$ cat config.mk
export PLATFORM = sky130hd
export DESIGN_NAME = hid_report_descriptor_parser
export DESIGN_NICKNAME = d
export VERILOG_FILES = /design/src/sv/hidrp_pkg.sv /design/src/sv/hidrp_cfg.sv /design/src/sv/hidrp_core.sv /design/src/sv/hidrp_out.sv /design/src/sv/hid_report_descriptor_parser.sv
export SDC_FILE = /design/constraint.sdc
export NUM_CORES = 2
export LEC_CHECK = 0
export ABC_CLOCK_PERIOD_IN_PS = 16000
export BUFFER_PORTS_ARGS = -buffer_cell sky130_fd_sc_hd__buf_2
export CELL_PAD_IN_SITES_DETAIL_PLACEMENT = 1
export CELL_PAD_IN_SITES_GLOBAL_PLACEMENT = 1
export CORE_ASPECT_RATIO = 1.2
export CORE_MARGIN = 8
export CORE_UTILIZATION = 30
export DETAILED_ROUTE_END_ITERATION = 8
export HOLD_SLACK_MARGIN = 0.06
export PLACE_DENSITY_LB_ADDON = 0.1
export SLEW_MARGIN = 20
export SYNTH_ARGS = -nofsm -noshare
export SYNTH_HDL_FRONTEND = slang
export SYNTH_SLANG_ARGS = --single-unit
$ cat constraint.sdc
create_clock -name aclk -period 16 [get_ports aclk]
set_input_delay 4.8 -clock aclk [delete_from_list [all_inputs] [get_ports aclk]]
set_output_delay 4.8 -clock aclk [all_outputs]
set_load 0.1 [all_outputs]
$ cat src/sv/hidrp_pkg.sv
// ----------------------------------------------------------------------------
// hidrp_pkg
// Shared types, item codes and helpers for the HID report descriptor parser.
// ----------------------------------------------------------------------------
package hidrp_pkg;

    // Default width of the report bit position counter
    localparam int POS_WIDTH_DEF = 24;

    // Configuration port
    localparam int CFG_ADDR_W = 3;
    localparam int CFG_DATA_W = 32;
    localparam logic REG_STOP_ID = 1'b0;          // index held in paddr[2]
    localparam logic [7:0] STOP_ID_RESET = 8'h02;

    // Item prefixes and usages
    localparam logic [7:0] PFX_LONG       = 8'hFE;
    localparam logic [7:0] PFX_REPORT_ID  = 8'h85;
    localparam logic [7:0] PFX_RPT_COUNT  = 8'h95;
    localparam logic [7:0] PFX_RPT_SIZE   = 8'h75;
    localparam logic [7:0] PFX_USAGE      = 8'h09;
    localparam logic [7:0] PFX_USAGE_PAGE = 8'h05;
    localparam logic [7:0] PFX_INPUT      = 8'h81;

    localparam logic [31:0] USAGE_BUTTON  = 32'h0000_0009;
    localparam logic [31:0] USAGE_AXIS_LO = 32'h0000_0030;
    localparam logic [31:0] USAGE_AXIS_HI = 32'h0000_0035;
    localparam logic [31:0] USAGE_HAT     = 32'h0000_0039;

    localparam int NUM_CLASS = 3;

    typedef enum logic [1:0] {
        PH_PREFIX,
        PH_SHORT,
        PH_LONG_HDR,
        PH_LONG_SKIP
    } phase_t;

    typedef enum logic [1:0] {
        CLS_BUTTON,
        CLS_AXIS,
        CLS_HAT
    } class_t;

    typedef struct packed {
        logic [15:0] button_count;
        logic [15:0] button_bits;
        logic [23:0] button_start;
        logic [15:0] axis_count;
        logic [15:0] axis_bits;
        logic [23:0] axis_start;
        logic [15:0] hat_count;
        logic [15:0] hat_bits;
        logic [23:0] hat_start;
        logic [23:0] total_bits;
        logic        stopped_early;
        logic        pos_overflow;
    } result_t;

    // Value byte count of a short item: size code 3 means four bytes
    function automatic logic [2:0] short_len(input logic [7:0] prefix);
        logic [2:0] n;
        n = (prefix[1:0] == 2'd3) ? 3'd4 : {1'b0, prefix[1:0]};
        return n;
    endfunction

    // Saturate a 32-bit item value to 16 bits
    function automatic logic [15:0] sat16(input logic [31:0] v);
        logic [15:0] r;
        r = (v[31:16] != 16'd0) ? 16'hFFFF : v[15:0];
        return r;
    endfunction

endpackage

$ cat src/sv/hidrp_cfg.sv
// ----------------------------------------------------------------------------
// hidrp_cfg
// APB register slice holding the stop Report ID.
// ----------------------------------------------------------------------------
module hidrp_cfg (
    input  logic                               aclk,
    input  logic                               aresetn,
    input  logic                               psel,
    input  logic                               penable,
    input  logic                               pwrite,
    input  logic [hidrp_pkg::CFG_ADDR_W-1:0]   paddr,
    input  logic [hidrp_pkg::CFG_DATA_W-1:0]   pwdata,
    output logic [hidrp_pkg::CFG_DATA_W-1:0]   prdata,
    output logic                               pready,
    output logic [7:0]                         stop_report_id
);

    logic [7:0] stop_id_reg;
    logic [7:0] stop_id_next;
    logic       wr_stop;

    assign wr_stop = psel && penable && pwrite && (paddr[2] == hidrp_pkg::REG_STOP_ID);

    always_comb begin
        stop_id_next = wr_stop ? pwdata[7:0] : stop_id_reg;
    end

    always_ff @(posedge aclk) begin
        if (!aresetn) begin
            stop_id_reg <= hidrp_pkg::STOP_ID_RESET;
        end else begin
            stop_id_reg <= stop_id_next;
        end
    end

    always_comb begin
        if (paddr[2] == hidrp_pkg::REG_STOP_ID) begin
            prdata = {{(hidrp_pkg::CFG_DATA_W-8){1'b0}}, stop_id_reg};
        end else begin
            prdata = '0;
        end
    end

    assign pready         = 1'b1;
    assign stop_report_id = stop_id_reg;

endmodule

$ cat src/sv/hidrp_core.sv
// ----------------------------------------------------------------------------
// hidrp_core
// Per-byte item walker: parse state, globals, class records, bit position.
// ----------------------------------------------------------------------------
module hidrp_core #(
    parameter int POS_WIDTH = hidrp_pkg::POS_WIDTH_DEF
) (
    input  logic                aclk,
    input  logic                aresetn,
    input  logic                accept,
    input  logic [7:0]          desc_byte,
    input  logic                is_last,
    input  logic [7:0]          stop_report_id,
    output logic                result_valid,
    output hidrp_pkg::result_t  result
);

    localparam int NC = hidrp_pkg::NUM_CLASS;

    hidrp_pkg::phase_t phase_reg, phase_next;
    logic [7:0]           prefix_reg, prefix_next;
    logic [8:0]           left_reg, left_next;
    logic [31:0]          accum_reg, accum_next;
    logic [1:0]           idx_reg, idx_next;
    logic [15:0]          count_reg, count_next;
    logic [15:0]          size_reg, size_next;
    logic [31:0]          usage_reg, usage_next;
    logic [POS_WIDTH-1:0] pos_reg, pos_next;
    logic                 stop_reg, stop_next;
    logic                 ovf_reg, ovf_next;
    logic [31:0]          prod_reg;
    logic [15:0]          rcnt_reg   [NC];
    logic [15:0]          rcnt_next  [NC];
    logic [15:0]          rsize_reg  [NC];
    logic [15:0]          rsize_next [NC];
    logic [POS_WIDTH-1:0] rstart_reg [NC];
    logic [POS_WIDTH-1:0] rstart_next[NC];

    // Decode of the current byte
    logic        take;
    logic [2:0]  n_len;
    logic [8:0]  left_dec;
    logic [31:0] acc_new;
    logic        finish;
    logic [7:0]  fin_prefix;
    logic [31:0] fin_value;
    logic [32:0] pos_sum;
    logic        pos_sat;
    logic        cls_hit;
    hidrp_pkg::class_t cls;

    assign take     = accept && !stop_reg;
    assign n_len    = hidrp_pkg::short_len(desc_byte);
    assign left_dec = (left_reg != 9'd0) ? left_reg - 9'd1 : 9'd0;
    assign acc_new  = accum_reg | (32'(desc_byte) << {idx_reg, 3'b000});

    always_comb begin
        finish     = 1'b0;
        fin_prefix = prefix_reg;
        fin_value  = acc_new;
        if (take) begin
            unique case (phase_reg)
                hidrp_pkg::PH_PREFIX: begin
                    fin_prefix = desc_byte;
                    fin_value  = 32'd0;
                    finish     = (desc_byte != hidrp_pkg::PFX_LONG) && (n_len == 3'd0);
                end
                hidrp_pkg::PH_SHORT: begin
                    finish = (left_dec == 9'd0);
                end
                default: begin
                    finish = 1'b0;
                end
            endcase
        end
    end

    // Class of the pending usage and the advanced bit position
    always_comb begin
        cls_hit = 1'b1;
        cls     = hidrp_pkg::CLS_BUTTON;
        if (usage_reg == hidrp_pkg::USAGE_BUTTON) begin
            cls = hidrp_pkg::CLS_BUTTON;
        end else if (usage_reg >= hidrp_pkg::USAGE_AXIS_LO &&
                     usage_reg <= hidrp_pkg::USAGE_AXIS_HI) begin
            cls = hidrp_pkg::CLS_AXIS;
        end else if (usage_reg == hidrp_pkg::USAGE_HAT) begin
            cls = hidrp_pkg::CLS_HAT;
        end else begin
            cls_hit = 1'b0;
        end
    end

    assign pos_sum = 33'(pos_reg) + 33'(prod_reg);
    assign pos_sat = |pos_sum[32:POS_WIDTH];

    // Phase sequencing
    always_comb begin
        phase_next = phase_reg;
        if (take) begin
            unique case (phase_reg)
                hidrp_pkg::PH_PREFIX: begin
                    if (desc_byte == hidrp_pkg::PFX_LONG) begin
                        phase_next = hidrp_pkg::PH_LONG_HDR;
                    end else if (n_len != 3'd0) begin
                        phase_next = hidrp_pkg::PH_SHORT;
                    end
                end
                hidrp_pkg::PH_SHORT: begin
                    if (left_dec == 9'd0) begin
                        phase_next = hidrp_pkg::PH_PREFIX;
                    end
                end
                hidrp_pkg::PH_LONG_HDR: begin
                    phase_next = hidrp_pkg::PH_LONG_SKIP;
                end
                hidrp_pkg::PH_LONG_SKIP: begin
                    if (left_dec == 9'd0) begin
                        phase_next = hidrp_pkg::PH_PREFIX;
                    end
                end
                default: begin
                    phase_next = hidrp_pkg::PH_PREFIX;
                end
            endcase
        end
        if (accept && is_last) begin
            phase_next = hidrp_pkg::PH_PREFIX;
        end
    end

    // Datapath
    always_comb begin
        prefix_next = prefix_reg;
        left_next   = left_reg;
        accum_next  = accum_reg;
        idx_next    = idx_reg;
        count_next  = count_reg;
        size_next   = size_reg;
        usage_next  = usage_reg;
        pos_next    = pos_reg;
        stop_next   = stop_reg;
        ovf_next    = ovf_reg;
        rcnt_next   = rcnt_reg;
        rsize_next  = rsize_reg;
        rstart_next = rstart_reg;

        if (take) begin
            unique case (phase_reg)
                hidrp_pkg::PH_PREFIX: begin
                    if (desc_byte != hidrp_pkg::PFX_LONG) begin
                        prefix_next = desc_byte;
                        accum_next  = 32'd0;
                        idx_next    = 2'd0;
                        if (n_len != 3'd0) begin
                            left_next = 9'(n_len);
                        end
                    end
                end
                hidrp_pkg::PH_SHORT: begin
                    accum_next = acc_new;
                    idx_next   = idx_reg + 2'd1;
                    left_next  = left_dec;
                end
                hidrp_pkg::PH_LONG_HDR: begin
                    left_next = 9'(desc_byte) + 9'd1;
                end
                default: begin
                    left_next = left_dec;
                end
            endcase
        end

        if (finish) begin
            if (fin_prefix == hidrp_pkg::PFX_REPORT_ID &&
                fin_value == 32'(stop_report_id)) begin
                stop_next = 1'b1;
            end else begin
                if (fin_prefix == hidrp_pkg::PFX_RPT_COUNT) begin
                    count_next = hidrp_pkg::sat16(fin_value);
                end
                if (fin_prefix == hidrp_pkg::PFX_RPT_SIZE) begin
                    size_next = hidrp_pkg::sat16(fin_value);
                end
                if (fin_prefix == hidrp_pkg::PFX_USAGE ||
                    fin_prefix == hidrp_pkg::PFX_USAGE_PAGE) begin
                    usage_next = fin_value;
                end
                if (fin_prefix == hidrp_pkg::PFX_INPUT) begin
                    if (cls_hit) begin
                        rcnt_next[cls]   = count_reg;
                        rsize_next[cls]  = size_reg;
                        rstart_next[cls] = pos_reg;
                    end
                    if (pos_sat) begin
                        pos_next = '1;
                        ovf_next = 1'b1;
                    end else begin
                        pos_next = pos_sum[POS_WIDTH-1:0];
                    end
                    usage_next = 32'd0;
                end
            end
        end

        // Summary of the descriptor as it stands after this byte
        result.button_count  = rcnt_next[hidrp_pkg::CLS_BUTTON];
        result.button_bits   = rsize_next[hidrp_pkg::CLS_BUTTON];
        result.axis_count    = rcnt_next[hidrp_pkg::CLS_AXIS];
        result.axis_bits     = rsize_next[hidrp_pkg::CLS_AXIS];
        result.axis_start    = 24'(32'(rstart_next[hidrp_pkg::CLS_AXIS]));
        result.hat_count     = rcnt_next[hidrp_pkg::CLS_HAT];
        result.hat_bits      = rsize_next[hidrp_pkg::CLS_HAT];
        result.hat_start     = 24'(32'(rstart_next[hidrp_pkg::CLS_HAT]));
        result.total_bits    = 24'(32'(pos_next));
        result.stopped_early = stop_next;
        result.pos_overflow  = ovf_next;
        result.button_start  = 24'(32'(rstart_next[hidrp_pkg::CLS_BUTTON]));

        // Last byte: everything clears for the next descriptor
        if (accept && is_last) begin
            prefix_next = 8'd0;
            left_next   = 9'd0;
            accum_next  = 32'd0;
            idx_next    = 2'd0;
            count_next  = 16'd0;
            size_next   = 16'd0;
            usage_next  = 32'd0;
            pos_next    = '0;
            stop_next   = 1'b0;
            ovf_next    = 1'b0;
            for (int k = 0; k < NC; k++) begin
                rcnt_next[k]   = 16'd0;
                rsize_next[k]  = 16'd0;
                rstart_next[k] = '0;
            end
        end
    end

    assign result_valid = accept && is_last;

    always_ff @(posedge aclk) begin
        if (!aresetn) begin
            phase_reg  <= hidrp_pkg::PH_PREFIX;
            prefix_reg <= 8'd0;
            left_reg   <= 9'd0;
            accum_reg  <= 32'd0;
            idx_reg    <= 2'd0;
            count_reg  <= 16'd0;
            size_reg   <= 16'd0;
            usage_reg  <= 32'd0;
            pos_reg    <= '0;
            stop_reg   <= 1'b0;
            ovf_reg    <= 1'b0;
            prod_reg   <= 32'd0;
            for (int k = 0; k < NC; k++) begin
                rcnt_reg[k]   <= 16'd0;
                rsize_reg[k]  <= 16'd0;
                rstart_reg[k] <= '0;
            end
        end else begin
            phase_reg  <= phase_next;
            prefix_reg <= prefix_next;
            left_reg   <= left_next;
            accum_reg  <= accum_next;
            idx_reg    <= idx_next;
            count_reg  <= count_next;
            size_reg   <= size_next;
            usage_reg  <= usage_next;
            pos_reg    <= pos_next;
            stop_reg   <= stop_next;
            ovf_reg    <= ovf_next;
            // prod_reg lags the globals; the user, not the core, must keep
            // an Input from closing before the last global update reaches it.
            prod_reg   <= 32'(count_reg) * 32'(size_reg);
            rcnt_reg   <= rcnt_next;
            rsize_reg  <= rsize_next;
            rstart_reg <= rstart_next;
        end
    end

endmodule

$ cat src/sv/hidrp_out.sv
// ----------------------------------------------------------------------------
// hidrp_out
// Two-entry result buffer: output register plus skid register.
// ----------------------------------------------------------------------------
module hidrp_out (
    input  logic                aclk,
    input  logic                aresetn,
    input  logic                in_valid,
    input  hidrp_pkg::result_t  in_data,
    output logic                in_ready,
    output logic                out_valid,
    input  logic                out_ready,
    output hidrp_pkg::result_t  out_data
);

    logic               out_valid_reg, out_valid_next;
    logic               skid_valid_reg, skid_valid_next;
    hidrp_pkg::result_t out_data_reg, out_data_next;
    hidrp_pkg::result_t skid_data_reg, skid_data_next;

    always_comb begin
        out_valid_next  = out_valid_reg;
        out_data_next   = out_data_reg;
        skid_valid_next = skid_valid_reg;
        skid_data_next  = skid_data_reg;
        if (!out_valid_reg || out_ready) begin
            if (skid_valid_reg) begin
                out_valid_next  = 1'b1;
                out_data_next   = skid_data_reg;
                skid_valid_next = 1'b0;
            end else begin
                out_valid_next = in_valid;
                if (in_valid) begin
                    out_data_next = in_data;
                end
            end
        end else if (in_valid) begin
            skid_valid_next = 1'b1;
            skid_data_next  = in_data;
        end
    end

    always_ff @(posedge aclk) begin
        if (!aresetn) begin
            out_valid_reg  <= 1'b0;
            skid_valid_reg <= 1'b0;
        end else begin
            out_valid_reg  <= out_valid_next;
            skid_valid_reg <= skid_valid_next;
        end
        out_data_reg  <= out_data_next;
        skid_data_reg <= skid_data_next;
    end

    assign in_ready  = !skid_valid_reg;
    assign out_valid = out_valid_reg;
    assign out_data  = out_data_reg;

endmodule

$ cat src/sv/hid_report_descriptor_parser.sv
// ----------------------------------------------------------------------------
// hid_report_descriptor_parser
// Streaming HID report descriptor walker giving one summary per descriptor.
// ----------------------------------------------------------------------------
// Feed the descriptor one byte per beat on s_*, marking its final byte with
// s_is_last. A byte is accepted every cycle unless a finished summary sits
// in the skid register, which happens only when two summaries wait on a
// stalled m_* side. A descriptor's summary is registered once its last byte
// is accepted, in the skid register if m_* stalls. Short items carry
// 0/1/2/4 value bytes, long items are skipped, Report Count/Size saturate at
// 16 bits, and an Input item records count, size and bit start for buttons,
// axes (usages 0x30..0x35) or hat, then advances the bit position by
// size * count (saturating at 2^POS_WIDTH-1 and flagging pos_overflow). The
// size * count product is registered ahead of use, so the critical path is
// one add and compare on the bit position. A Report ID item matching the
// stop_report_id register (APB offset 0x0, reset 2) freezes parsing until the
// last byte. Write the register only while the block is idle.
// ----------------------------------------------------------------------------
module hid_report_descriptor_parser #(
    parameter int POS_WIDTH = hidrp_pkg::POS_WIDTH_DEF
) (
    input  logic                              aclk,
    input  logic                              aresetn,

    // Descriptor byte stream
    input  logic                              s_valid,
    output logic                              s_ready,
    input  logic [7:0]                        s_desc_byte,
    input  logic                              s_is_last,

    // Summary results
    output logic                              m_valid,
    input  logic                              m_ready,
    output logic [15:0]                       m_button_count,
    output logic [15:0]                       m_button_bits,
    output logic [23:0]                       m_button_start,
    output logic [15:0]                       m_axis_count,
    output logic [15:0]                       m_axis_bits,
    output logic [23:0]                       m_axis_start,
    output logic [15:0]                       m_hat_count,
    output logic [15:0]                       m_hat_bits,
    output logic [23:0]                       m_hat_start,
    output logic [23:0]                       m_total_bits,
    output logic                              m_stopped_early,
    output logic                              m_pos_overflow,

    // APB configuration
    input  logic                              psel,
    input  logic                              penable,
    input  logic                              pwrite,
    input  logic [hidrp_pkg::CFG_ADDR_W-1:0]  paddr,
    input  logic [hidrp_pkg::CFG_DATA_W-1:0]  pwdata,
    output logic [hidrp_pkg::CFG_DATA_W-1:0]  prdata,
    output logic                              pready
);

    logic               s_beat;       // byte accepted this cycle
    logic [7:0]         stop_report_id;
    logic               res_valid;
    hidrp_pkg::result_t res_data;
    hidrp_pkg::result_t m_data;

    assign s_beat = s_valid && s_ready;

    hidrp_cfg u_cfg (
        .aclk           (aclk),
        .aresetn        (aresetn),
        .psel           (psel),
        .penable        (penable),
        .pwrite         (pwrite),
        .paddr          (paddr),
        .pwdata         (pwdata),
        .prdata         (prdata),
        .pready         (pready),
        .stop_report_id (stop_report_id)
    );

    // Parse state and summary formation
    hidrp_core #(
        .POS_WIDTH (POS_WIDTH)
    ) u_core (
        .aclk           (aclk),
        .aresetn        (aresetn),
        .accept         (s_beat),
        .desc_byte      (s_desc_byte),
        .is_last        (s_is_last),
        .stop_report_id (stop_report_id),
        .result_valid   (res_valid),
        .result         (res_data)
    );

    // Result register with skid so the byte stream keeps flowing
    hidrp_out u_out (
        .aclk      (aclk),
        .aresetn   (aresetn),
        .in_valid  (res_valid),
        .in_data   (res_data),
        .in_ready  (s_ready),
        .out_valid (m_valid),
        .out_ready (m_ready),
        .out_data  (m_data)
    );

    assign m_button_count  = m_data.button_count;
    assign m_button_bits   = m_data.button_bits;
    assign m_button_start  = m_data.button_start;
    assign m_axis_count    = m_data.axis_count;
    assign m_axis_bits     = m_data.axis_bits;
    assign m_axis_start    = m_data.axis_start;
    assign m_hat_count     = m_data.hat_count;
    assign m_hat_bits      = m_data.hat_bits;
    assign m_hat_start     = m_data.hat_start;
    assign m_total_bits    = m_data.total_bits;
    assign m_stopped_early = m_data.stopped_early;
    assign m_pos_overflow  = m_data.pos_overflow;

endmodule
After elaboration in Yosys (flattened, before gate mapping):

Cells that the tools add are included.

* bits in registers: 741
* input port bits: 51
* logic and storage cells: 181
* output and inout port bits: 229

* $add $sub $neg: 4
* reductions and logical operators: 37
* $lt $le $gt $ge: 4
* equal/unequal tests: 19
* $mul: 1
* mux-type cells: 61
* shift-type cells: 1
* bitwise operators: 6

Operator list (count)
* $mux 194: 2
* $mux 48: 8
* $mux 72: 4
* $mux 32: 5
* $mux 24: 5
* $bwmux 48: 2
* $bwmux 72: 1
* $pmux 32 s2: 1
* $demux 24 s2: 1
* $add 24x32->33: 1
* $demux 16 s2: 1
* $eq 32x4->1 const B: 1
* $eq 32x6->1 const B: 1
* $eq 32x8->1: 1
* $eq 8x8->1 const B: 4
* $ge 32x6->1 const B: 1
* $le 32x6->1 const B: 1
* $mul 16x16->32: 1
* $mux 16: 2
* $or 32x32->32: 1
* $shl 8x5->32: 1
* $mux 9: 3
* $mux 8: 3
* $reduce_and 3->1: 7
* other kinds (35): 75

Logic depth before layout (Yosys ltp):

* depth in word-level cells: 16
* depth in mapped cells: 24

By module:

From an unflattened synthesis, not the netlist that was laid out.

* cell total of the unflattened synthesis: 3396
* area total of the unflattened synthesis: 39031.2 µm²

By module, submodules not included
* hidrp_core: area an instance 23926.7 µm², cells each 2712, seq. area each 6866.6 µm², instances 1
* hidrp_out: area an instance 14502.7 µm², cells each 613, seq. area each 11691.2 µm², instances 1
* hidrp_cfg: area an instance 595.6 µm², cells each 70, seq. area each 160.2 µm², instances 1
* hid_report_descriptor_parser: area an instance 6.3 µm², cells each 1, seq. area each 0.0 µm², instances 1

Worst setup path after synthesis:

OpenSTA, ideal clock, no wires.

* path kind: in2reg
* start: input s_is_last
* end: register u_out.out_data_reg (netlist bit u_out.out_data[0]) (enable)
* setup time: 0.813 ns
* stages: 2
* path slack: 0.950 ns
* arrival time: 14.237 ns
* path through: a21oi_1 a21oi_1

* word-level cells in the longest chain between the ends: 3

Ends and longest elaborated chain
* start, declared: line hid_report_descriptor_parser.sv:29 `input logic s_is_last,`
* $logic_and 1x1->1: line hidrp_core.sv:240 `assign result_valid = accept && is_last;`
* $reduce_bool 2->1 (no line)
* $reduce_and 2->1 (no line)
* end signal, assigned: line hidrp_out.sv:51 `out_data_reg <= out_data_next;`
* end, declared: line hidrp_out.sv:18 `hidrp_pkg::result_t out_data_reg, out_data_next;`

No other way between the ends.
A chain may end at the register's enable or synchronous reset.

Worst setup path after layout:

* start: input paddr[2] (netlist name)
* end: output prdata[5] (netlist name)

* word-level cells in the longest chain between the ends: 1

Ends and longest elaborated chain
* start, declared: line hid_report_descriptor_parser.sv:51 `input logic [hidrp_pkg::CFG_ADDR_W-1:0] paddr,`
* $mux 8: line hidrp_cfg.sv:37 `if (paddr[2] == hidrp_pkg::REG_STOP_ID) begin`
* end, declared: line hid_report_descriptor_parser.sv:53 `output logic [hidrp_pkg::CFG_DATA_W-1:0] prdata,`

No other way between the ends.

==> results.json <==
{
  "status": "completed",
  "layout-drive-gt1-share": 0.213,
  "min_period_ps": 10320,
  "numPlacedInstances": 5136,
  "synth-edff-count": 388,
  "post_drt_via_cell_ratio": 4.84,
  "post_cts_resize_count": 0,
  "floorplan.rows": 144,
  "synthesis_to_finish_area_growth_pct": 13.7,
  "drt_pass1_iterations": 4,
  "port_buffers": 228,
  "postSynthRegisterBits": 741,
  "post_synth_instance_area_um2": 38800,
  "final_hold_violating_endpoints": 0,
  "worstSkewPairLatency_ps": 690,
  "synthesized_instance_count": 3383,
  "timing.critical_path.arrival_ps": 5520,
  "drt_iter0_markers": 1276,
  "detail_route.wirelength_um": 113000,
  "num_vias": 25600,
  "finalInstanceArea_um2": 44200,
  "grt_remaining_overflow": 0,
  "root_buffer": "sky130_fd_sc_hd__clkbuf_16",
  "finalSetupTns_ps": 0,
  "timing_worst_slew_pin_value_ps": 1100,
  "cp_max_fo": 10,
  "max_stage_delay_ps": 430,
  "dp_hpwl_um": 75400,
  "worstHoldPathCells": 2,
  "cts.htree.levels": 3,
  "number_of_nets_still_failing_antenna_checks_after_routing": 0,
  "place.gp.congestion": 0.753,
  "cts_buffers": 82,
  "slew-limit-headroom": 0.266,
  "min_period_over_period": 0.645,
  "synth_simple_gate_area_share": 0.125,
  "synth_most_common_cell": "sky130_fd_sc_hd__edfxtp_1",
  "p_leak_nw": 18.5,
  "dieWidth_um": 344,
  "crit_chain": "buf_2 > nor2b_1 > buf_2",
  "grt_pass1_vias": 28600,
  "cts.repair_timing.setup_buffer_count": 0,
  "timing.critical_path.mode_cell": "sky130_fd_sc_hd__buf_2",
  "initial_core_util": 0.302,
  "synth_fa_ha_area_frac": 0.144,
  "filler_cell_count": 14000,
  "placeableCoreArea_um2": 128000,
  "clkTransAtPathRegs_ps": 60,
  "drc_errors": 0,
  "finalPower_w": 0.00414,
  "fmaxAchievable_ghz": 0.0969,
  "critical-path-slowest-cell": "sky130_fd_sc_hd__buf_2",
  "count_of_synthesis_stage_warnings_from_yosys": 0,
  "synth.area.mux_share": 0.114,
  "async_reset_ff_frac": 0,
  "avgSynthCellArea_um2": 11.5,
  "grt_first_pass_wirelength_um": 175000,
  "peakVddDrop_mv": 0.0697,
  "setup_crit_path_kind": "input port to primary output",
  "post_synth_num_cell_types": 74,
  "seq_area_frac_synth": 0.482,
  "total_of_endpoints_with_negative_setup_slack_in_the_final_report": 0,
  "die_h_um": 410,
  "stages_on_the_worst_setup_path": 3,
  "postPlaceCellArea_um2": 41600,
  "ctsLongestPathBuffers": 3,
  "boundaryPins": 280,
  "cts.sinks": 741,
  "power_density_nw_per_um2": 93.8,
  "grt_start_max_net_pins": 193,
  "main_combinational_cell_family_by_area_after_synthesis": "adder cells",
  "worstSetupEndpointType": "primary output",
  "global_router_s_overall_resource_usage": 0.159,
  "stdcell_count": 5289,
  "setup_repair_after_global_routing_missed_its_margin": "false",
  "yosys.area.top_type_share": 0.300,
  "worst_setup_path_start_kind": "input port",
  "final-max-slew-violation-count": 0,
  "route.detailed.wl_per_inst_um": 21.4,
  "synth_common_cells": "388 x sky130_fd_sc_hd__edfxtp_1, 353 x sky130_fd_sc_hd__dfxtp_1, 295 x sky130_fd_sc_hd__and2_1, 255 x sky130_fd_sc_hd__inv_1, 249 x sky130_fd_sc_hd__mux2_2",
  "buf_inv_stages_crit_path": 2,
  "critical_path.top_delay_family": "buffers and inverters",
  "cts_tree": "yes",
  "antenna_found_initial": 7,
  "synth_top_area_cell": "sky130_fd_sc_hd__edfxtp_1",
  "maxCapViolations": 0,
  "worst_ep_required_time_ps": 11200,
  "synthFlopType": "sky130_fd_sc_hd__edfxtp_1",
  "number_of_cell_instances_on_the_worst_register_to_register_path": 22,
  "postLayoutCoreUtil": 0.344,
  "compound_gate_portion_of_the_synthesized_area": 0.0697,
  "synth_top_cells_by_area": "sky130_fd_sc_hd__edfxtp_1 30%, sky130_fd_sc_hd__dfxtp_1 18%, sky130_fd_sc_hd__fa_1 10%, sky130_fd_sc_hd__mux2_2 7.2%, sky130_fd_sc_hd__and2_1 4.8%",
  "postCtsHoldBufs": 0,
  "post_synth_xor_xnor_area": 0.0120,
  "die-area_um2": 141000,
  "skew_ps": 36.9,
  "hold_path_class": "flip-flop to flip-flop",
  "design.final.nets": 3921
}
==> cell families (layout without fill, tap and decap cells) <==
group,Yosys count,count (layout)
buffers and inverters,488,688
adders and majority gates,329,329
other,2,29
muxes,371,371
and+or+nand+nor,949,949
AOI/OAI and AO/OA,450,450
xor gates and xnor gates,53,53
DFF,741,741
==> worst paths after layout <==
path                                    start                               end  slack (ps)
max                                  paddr[2]                         prdata[5]        5680
min reg2reg  u_core.count_reg[6]$_SDFFE_PP0P_  u_core.count_reg[6]$_SDFFE_PP0P_         450
max reg2reg   u_core.size_reg[6]$_SDFFE_PP0P_    u_core.prod_reg[27]$_SDFF_PN0_        9100
min          u_core.count_reg[6]$_SDFFE_PP0P_  u_core.count_reg[6]$_SDFFE_PP0P_         450
==> cells in the final DEF (no fill, tap or decap), types with 12 or more instances in the layout <==
cell type / count
sky130_fd_sc_hd__a211oi_1: 33
sky130_fd_sc_hd__a21o_1: 21
sky130_fd_sc_hd__a21oi_1: 185
sky130_fd_sc_hd__a22oi_1: 12
sky130_fd_sc_hd__a31oi_1: 15
sky130_fd_sc_hd__and2_1: 295
sky130_fd_sc_hd__buf_2: 228
sky130_fd_sc_hd__buf_4: 52
sky130_fd_sc_hd__clkbuf_1: 23
sky130_fd_sc_hd__clkbuf_16: 83
sky130_fd_sc_hd__clkinv_2: 13
sky130_fd_sc_hd__conb_1: 25
sky130_fd_sc_hd__dfxtp_1: 353
sky130_fd_sc_hd__edfxtp_1: 388
sky130_fd_sc_hd__fa_1: 195
sky130_fd_sc_hd__ha_1: 134
sky130_fd_sc_hd__inv_1: 254
sky130_fd_sc_hd__mux2_2: 249
sky130_fd_sc_hd__mux2_4: 84
sky130_fd_sc_hd__mux2i_1: 38
sky130_fd_sc_hd__nand2_1: 242
sky130_fd_sc_hd__nand3_1: 59
sky130_fd_sc_hd__nor2_1: 176
sky130_fd_sc_hd__nor2b_1: 14
sky130_fd_sc_hd__nor3_1: 38
sky130_fd_sc_hd__nor4_1: 22
sky130_fd_sc_hd__o21ai_0: 85
sky130_fd_sc_hd__o21ai_1: 23
sky130_fd_sc_hd__or3_1: 34
sky130_fd_sc_hd__xnor2_1: 23
sky130_fd_sc_hd__xor2_1: 30
==> worst min-delay path, delay by kind of cell, from the launching register on <==
kind	cells	cell delay, ps
flops	1	310
compound gates	1	50
simple gates	1	50
==> report_power, final <==
group	switching (W)	internal (W)	leakage, nW	total (W)
clock	0.000813	0.00102	1.25	0.00184
combinational	0.000242	0.0000354	10.7	0.000278
sequential	0.0000144	0.00201	6.52	0.00203
==> stage by stage <==
step / hold WS [ps] / worst slack [ps]
2_1_floorplan: 441 / 950
3_3_place_gp: 437 / 5700
3_5_place_dp: 449 / 5660
4_1_cts: 457 / 5660
5_1_grt: 489 / 5630
6_report: 450 / 5680
==> area by class of cell <==
| type | count | area, um2 | share of cell area |
|---|---|---|---|
| sequential | 741 | 18700 | 0.424 |
| clock inverter | 37 | 330 | 0.00748 |
| timing repair buffer | 283 | 1590 | 0.0360 |
| multi-input combinational | 2177 | 18200 | 0.412 |
| tap | 1679 | 2100 | 0.0476 |
| antenna | 4 | 10.0 | 0.000227 |
| clock buffer | 112 | 2250 | 0.0508 |
| inverter | 256 | 968 | 0.0219 |
==> metal layers <==
layer  track usage  routed length, um  vias to the layer above
met5             0                 13                        -
met4        0.0535               3110                        2
met3        0.0207               3380                      153
met2         0.280              56200                      358
met1         0.199              50400                    13200
li1              -                  -                    11900
(Power assumes the default switching activity.)
